### src/hw/rtl/hpr_pkg.sv
// Shared constants and types for the handshake pad report sender.
package hpr_pkg;

    // Fixed frame bytes: first byte is {ID_FIRST, REPORT_LEN}, last byte is ID_FIRST
    localparam logic [3:0] ID_FIRST    = 4'h1;
    localparam logic [3:0] REPORT_LEN  = 4'h6;
    localparam int         NIBBLE_COUNT = 16;
    localparam int         NIB_IDX_W    = $clog2(NIBBLE_COUNT);

    // Transfer phase, one-hot
    typedef enum logic [3:0] {
        PH_WAIT_SELECT  = 4'b0001,
        PH_WAIT_REQUEST = 4'b0010,
        PH_SENDING      = 4'b0100,
        PH_WAIT_RELEASE = 4'b1000
    } phase_t;

    // Control shared by every nibble cell
    typedef struct packed {
        logic load;
        logic shift;
    } cell_ctrl_t;

endpackage

### src/hw/rtl/handshake_pad_report_sender.sv
// Top level of the handshake pad report sender.
//
// Device side of a three-wire nibble handshake for a game pad. Each request
// on the input channel carries one clock sample of the select line (th_line),
// the host request line (tr_line) and the current pad report. Each accepted
// request yields exactly one request on the output channel: the data nibble
// and TL acknowledge levels driven after that sample.
// The result is registered and shows on the output in the cycle after the
// input request is accepted. Throughput: one request per cycle while results
// are taken; the next input is taken in the same cycle as the pending result.
// On select low, while waiting for select, the report is loaded into a chain
// of sixteen nibble cells; every nibble sent shifts the chain by one cell, so
// the head cell always holds the next nibble of the frame.
// Reset: the block waits for select low and drives nibble 1 with TL high;
// the output channel holds no result.
// When the receiver stalls, the result holds on the output and in_ready
// drops until it is taken; no request is lost or repeated.
module handshake_pad_report_sender (
    input  logic        clk,
    input  logic        rst_n,
    input  logic        in_valid,
    output logic        in_ready,
    input  logic        th_line,
    input  logic        tr_line,
    input  logic [15:0] buttons,
    input  logic [7:0]  stick_x,
    input  logic [7:0]  stick_y,
    input  logic [7:0]  right_trigger,
    input  logic [7:0]  left_trigger,
    output logic        out_valid,
    input  logic        out_ready,
    output logic [3:0]  data_nibble,
    output logic        ack_line
);

    localparam int N = hpr_pkg::NIBBLE_COUNT;

    hpr_pkg::phase_t              phase_reg, phase_next;
    logic [hpr_pkg::NIB_IDX_W-1:0] nib_idx_reg, nib_idx_next;
    logic [3:0]                   data_drive_reg, data_drive_next;
    logic                         ack_drive_reg, ack_drive_next;
    logic                         out_valid_reg, out_valid_next;
    logic                         accept;
    hpr_pkg::cell_ctrl_t          ctrl;
    logic [8*N/2-1:0]             frame;
    logic [3:0]                   cell_nibble [N];

    // Take a new request unless a result still waits
    assign in_ready = !out_valid_reg || out_ready;
    assign accept   = in_valid && in_ready;

    // Frame as sent, byte 0 first
    assign frame = {4'h0, hpr_pkg::ID_FIRST, left_trigger, right_trigger,
                    stick_y, stick_x, buttons, hpr_pkg::ID_FIRST,
                    hpr_pkg::REPORT_LEN};

    // Chain of nibble cells, high nibble of each byte first
    for (genvar i = 0; i < N; i++)
    begin : g_cell
        logic [3:0] neighbor;
        if (i == N - 1)
        begin : g_tail
            assign neighbor = 4'h0;
        end
        else
        begin : g_link
            assign neighbor = cell_nibble[i + 1];
        end
        hpr_cell u_cell (
            .clk         (clk),
            .ctrl        (ctrl),
            .load_nibble (frame[8*(i/2) + 4*(1 - (i%2)) +: 4]),
            .next_nibble (neighbor),
            .nibble      (cell_nibble[i])
        );
    end

    // Advance the phase and drive levels for one sample
    always_comb
    begin
        phase_next      = phase_reg;
        nib_idx_next    = nib_idx_reg;
        data_drive_next = data_drive_reg;
        ack_drive_next  = ack_drive_reg;
        ctrl            = '0;
        if (accept)
        begin
            unique case (phase_reg)
                hpr_pkg::PH_WAIT_SELECT:
                begin
                    if (!th_line)
                    begin
                        ctrl.load  = 1'b1;
                        phase_next = hpr_pkg::PH_WAIT_REQUEST;
                    end
                end
                hpr_pkg::PH_WAIT_REQUEST:
                begin
                    if (tr_line)
                    begin
                        nib_idx_next = '0;
                        phase_next   = hpr_pkg::PH_SENDING;
                    end
                end
                hpr_pkg::PH_SENDING:
                begin
                    // High nibble on TR low, low nibble on TR high
                    if (tr_line == nib_idx_reg[0])
                    begin
                        data_drive_next = cell_nibble[0];
                        ack_drive_next  = nib_idx_reg[0];
                        nib_idx_next    = nib_idx_reg + 1'b1;
                        ctrl.shift      = 1'b1;
                        if (nib_idx_reg == hpr_pkg::NIB_IDX_W'(N - 1))
                        begin
                            phase_next = hpr_pkg::PH_WAIT_RELEASE;
                        end
                    end
                end
                hpr_pkg::PH_WAIT_RELEASE:
                begin
                    if (th_line)
                    begin
                        phase_next = hpr_pkg::PH_WAIT_SELECT;
                    end
                end
                default:
                begin
                    phase_next = hpr_pkg::PH_WAIT_SELECT;
                end
            endcase
        end
    end

    // Raise the result on accept, drop it when taken
    always_comb
    begin
        out_valid_next = out_valid_reg;
        if (accept)
        begin
            out_valid_next = 1'b1;
        end
        else if (out_ready)
        begin
            out_valid_next = 1'b0;
        end
    end

    always_ff @(posedge clk or negedge rst_n)
    begin
        if (!rst_n)
        begin
            phase_reg      <= hpr_pkg::PH_WAIT_SELECT;
            nib_idx_reg    <= '0;
            data_drive_reg <= hpr_pkg::ID_FIRST;
            ack_drive_reg  <= 1'b1;
            out_valid_reg  <= 1'b0;
        end
        else
        begin
            phase_reg      <= phase_next;
            nib_idx_reg    <= nib_idx_next;
            data_drive_reg <= data_drive_next;
            ack_drive_reg  <= ack_drive_next;
            out_valid_reg  <= out_valid_next;
        end
    end

    assign out_valid   = out_valid_reg;
    assign data_nibble = data_drive_reg;
    assign ack_line    = ack_drive_reg;

endmodule

### src/hw/rtl/hpr_cell.sv
// One nibble cell of the frame shift chain.
module hpr_cell (
    input  logic              clk,
    input  hpr_pkg::cell_ctrl_t ctrl,
    input  logic [3:0]        load_nibble,
    input  logic [3:0]        next_nibble,
    output logic [3:0]        nibble
);

    logic [3:0] nibble_reg;
    logic [3:0] nibble_next;

    // Load from the snapshot, advance from the neighbor, or hold
    always_comb
    begin
        nibble_next = nibble_reg;
        if (ctrl.load)
        begin
            nibble_next = load_nibble;
        end
        else if (ctrl.shift)
        begin
            nibble_next = next_nibble;
        end
    end

    always_ff @(posedge clk)
    begin
        nibble_reg <= nibble_next;
    end

    assign nibble = nibble_reg;

endmodule

### config.mk
export PLATFORM = sky130hd
export DESIGN_NAME = handshake_pad_report_sender
export DESIGN_NICKNAME = d
export VERILOG_FILES = /design/src/hw/rtl/hpr_pkg.sv /design/src/hw/rtl/handshake_pad_report_sender.sv /design/src/hw/rtl/hpr_cell.sv
export SDC_FILE = /design/constraint.sdc
export NUM_CORES = 1
export LEC_CHECK = 0
export BUFFER_PORTS_ARGS = -buffer_cell sky130_fd_sc_hd__buf_4
export CORE_ASPECT_RATIO = 0.7
export CORE_MARGIN = 1.5
export CORE_UTILIZATION = 25
export CTS_CLUSTER_DIAMETER = 200
export DETAILED_ROUTE_END_ITERATION = 8
export GPL_TIMING_DRIVEN = 1
export PLACE_DENSITY = 0.41
export SLEW_MARGIN = 0
export SYNTH_ARGS = -nofsm -noshare
export SYNTH_HDL_FRONTEND = slang
export SYNTH_SLANG_ARGS = --single-unit
### constraint.sdc
create_clock -name clk -period 3.47 [get_ports clk]
set_input_delay 0.694 -clock clk [delete_from_list [all_inputs] [get_ports clk]]
set_output_delay 0.694 -clock clk [all_outputs]
set_load 0.01 [all_outputs]
==> results by group <==
Critical path
  • WS Path Type: register to register
  • FF-to-FF setup slack: between 1 and 1.5 ns
  • Worst R2R Start: phase_reg[1]$_DFFE_PN0P_
  • Worst-path fanout max: ~40
  • Worst-case reg-to-reg path depth: 5
  • CP Data Required Time: between 3 and 4 ns
  • Arrival @ worst endpoint: ~2.2 ns
  • Reg2reg end: g_cell[5].u_cell.nibble[3]$_DFFE_PP_
  • Worst Setup Start Kind: register
  • Crit path capture type: register

Yosys
  • Mux cell area share after synthesis: 0.2123
  • Ys Warns: 0
  • Post-synth EDFFs: 48
  • Cell Area, Synth: around 3200 um2
  • Synth top area share: 0.4512
  • Synthesized instance count: about 200
  • Synth Area in Compound Gates: 0.03251
  • Yosys reg bits: 72
  • Synth area leaders: edfxtp_1 45%, mux2_2 18%, dfrtp_1 8.6%
  • Yosys top cell by area: edfxtp_1
  • Synth async-reset ratio: 0.1944
  • Syn nets: 258
  • XOR/XNOR Fraction of Synth Area: 0.007834
  • Main combinational cell family by area after synthesis: multiplexers
  • Predominant post-synthesis flop cell: edfxtp_1
  • Seq/Total Area, Yosys: 0.6248
  • Synth cell types: between 40 and 50
  • Synth Area in Adders: 0.003917
  • Post-synthesis simple-gate area fraction: 0.08265
  • Mean Syn Cell Area: 15.74 um2

Layout
  • Share of cells above drive strength 1: 0.5294
  • Area grow syn2layout: 27.61%
  • Final Util: 0.3282
  • Nets: around 320
  • Largest register FFs: 58
  • Antenna diode count: 0
  • Fin cells: between 400 and 500

Worst hold path
  • Hold WC Path Type: input port to asynchronous set/reset pin

Timing
  • Slew @ Worst Pin: 0.4556 ns
  • Crit path time final: 2.225 ns
  • RSZ-0062 raised after global routing: no
  • Slew HR: 0.6934
  • Fmax: ~0.45 GHz
  • Tcrit/Tclk final: 0.6412
  • Final TNS setup: 0 ns
  • Final Max Slew Viols: 0
  • Final Hold Viols: 0
  • Worst Skew: approximately 0.0074 ns
  • Final Setup Violations: 0

Global route
  • Met3 usage: 0.04978
  • GRT met1 Usage: 0.1276
  • GRT Max-Usage Layer: met2
  • Largest net degree at the start of global routing: 42
  • Initial antenna violation count: 0
  • GRT overflow: 0
  • First-pass GRT wire length: 10.03 mm
  • Met2 Use GR: 0.1416
  • Vias in the first global route: about 1900
  • Gr usage total: 0.09965

Route
  • Initial DRC count: 72
  • Post-DRT Antenna Nets: 0
  • Remaining routing DRC violations: 0
  • DR vias/cell: about 4.2
  • WL/cell: between 10 and 15 um
  • Via count: 1818
  • Router iterations before antenna repair: 4
  • WL final: just over 6 mm

Place
  • Placed cells: 418
  • GP Congestion: around 0.76
  • Post-DP HPWL: 4.236 mm
  • Port bufs: 60

Die
  • Die area: between 10000 and 15000 um2
  • I/O pin count: 61
  • Initial core utilization: 0.2572
  • Die H: between 90 and 100 um
  • Core area: between 10000 and 15000 um2
  • Cell Rows: 34
  • Chip Width: 138.1 um

Clock tree
  • CTS sink cnt: 72
  • Max clock buf depth: 2
  • CTS Buf Count: 9
  • CTS resizes: 0
  • Clock Latency Late Sink: between 0.3 and 0.4 ns
  • Clk slew on worst S/H paths: about 0.05 ns
  • Hold_buf cts: 0
  • # H-tree levels: 3
  • CTS root buffer: clkbuf_16
  • Setup bufs post-CTS: 0
  • CTS tree: yes

Power and ir drop
  • Final Total Pwr: about 2500 uW
  • Leak pwr: 0.001649 uW
  • Max IR drop VDD: about 0.00025 V
  • Power per standard cell area: slightly above 600 nW/um2

Job
  • Max-cap viol count: 0

Run status
  • Status: complete, no violations
-- through the flow --
step           instance area, um2  hold WS, ns  setup slack [ns]
3_5_place_dp                 3789       0.4373            0.9774
4_1_cts                      4076       0.2095             1.250
2_1_floorplan                3194       0.3984            0.5375
6_report                     4076       0.2163             1.245
5_1_grt                      4076       0.2110             1.123
3_3_place_gp                 3789       0.4343            0.9903
-- routing by layer --
layer / vias to the layer above / share of wire
met4: 0 / 0.013
met5: - / 0
met2: 42 / 0.43
li1: 893 / -
met3: 6 / 0.075
met1: 877 / 0.49
-- area by class of cell --
class / count / area [um2]
clock buffer: 9 / 225.2
clock inverter: 7 / 62.56
fill: 1275 / 8346
inverter: 3 / 11.26
multi-input combinational: 117 / 1086
sequential: 72 / 1996
tap: 162 / 202.7
timing repair buffer: 64 / 493.0
-- where the power goes --
group          switching (uW)  internal (uW)  leakage [uW]
Combinational             210            255      0.000813
Sequential               93.1           1100      0.000699
Clock                     334            548      0.000136
-- cells in the mapped netlist, types with 2 or more instances --
| cell type | number |
|---|---|
| and2_1 | 4 |
| dfxtp_1 | 10 |
| nor2_1 | 8 |
| nand2_1 | 8 |
| nand2b_1 | 2 |
| dfstp_2 | 3 |
| a31oi_1 | 2 |
| mux2i_1 | 10 |
| nor4_1 | 2 |
| buf_4 | 2 |
| buf_6 | 7 |
| nand3b_1 | 2 |
| inv_1 | 3 |
| buf_2 | 2 |
| edfxtp_1 | 48 |
| a22o_1 | 2 |
| mux2_2 | 50 |
| o21ai_0 | 3 |
| dfrtp_1 | 11 |
-- worst max-delay path by stage --
stage                        startpoint                                        end  slack (ns)  cells past startpoint
2_1_floorplan                 out_ready      g_cell[10].u_cell.nibble[0]$_DFFE_PP_        0.54                      5
3_3_place_gp                    th_line  g_cell[13].u_cell.nibble[3]$_SDFFCE_PP0P_        0.99                      6
3_5_place_dp                    th_line  g_cell[13].u_cell.nibble[3]$_SDFFCE_PP0P_        0.98                      6
4_1_cts        phase_reg[1]$_DFFE_PN0P_  g_cell[13].u_cell.nibble[3]$_SDFFCE_PP0P_        1.25                      5
5_1_grt        phase_reg[1]$_DFFE_PN0P_       g_cell[7].u_cell.nibble[3]$_DFFE_PP_        1.12                      5
6_report       phase_reg[1]$_DFFE_PN0P_       g_cell[5].u_cell.nibble[3]$_DFFE_PP_        1.25                      5
-- cell usage in the layout, fill, tap and decap left out, types with 2 or more instances in the layout --
cell	synthesis	final
buf_4	2	63
mux2_2	50	50
edfxtp_1	48	48
dfrtp_1	11	11
mux2i_1	10	10
dfxtp_1	10	10
clkbuf_16	0	9
nor2_1	8	8
nand2_1	8	7
and2_1	4	4
inv_1	3	3
o21ai_0	3	3
dfstp_2	3	3
nand2b_1	2	2
nor4_1	2	2
nand3b_1	2	2
a31oi_1	2	2
a22o_1	2	2
clkinv_2	0	2
clkinvlp_4	0	2
clkinv_1	0	2
-- worst max-delay path, cell delays in order (launching register included) --
cell,delay [ns]
dfrtp_1,0.49
nor4_1,0.50
nand3_2,0.14
buf_4,0.24
nand2_2,0.22
buf_12,0.27
-- cells by family after synthesis --
logic type                 after synthesis
and+or+nand+nor                         40
xor gates and xnor gates                 2
adders and majority gates                1
AOI/OAI and AO/OA                       13
muxes                                   61
buffers and inverters                   14
DFF                                     72
No activity file was read; power rests on OpenSTA's default activity.
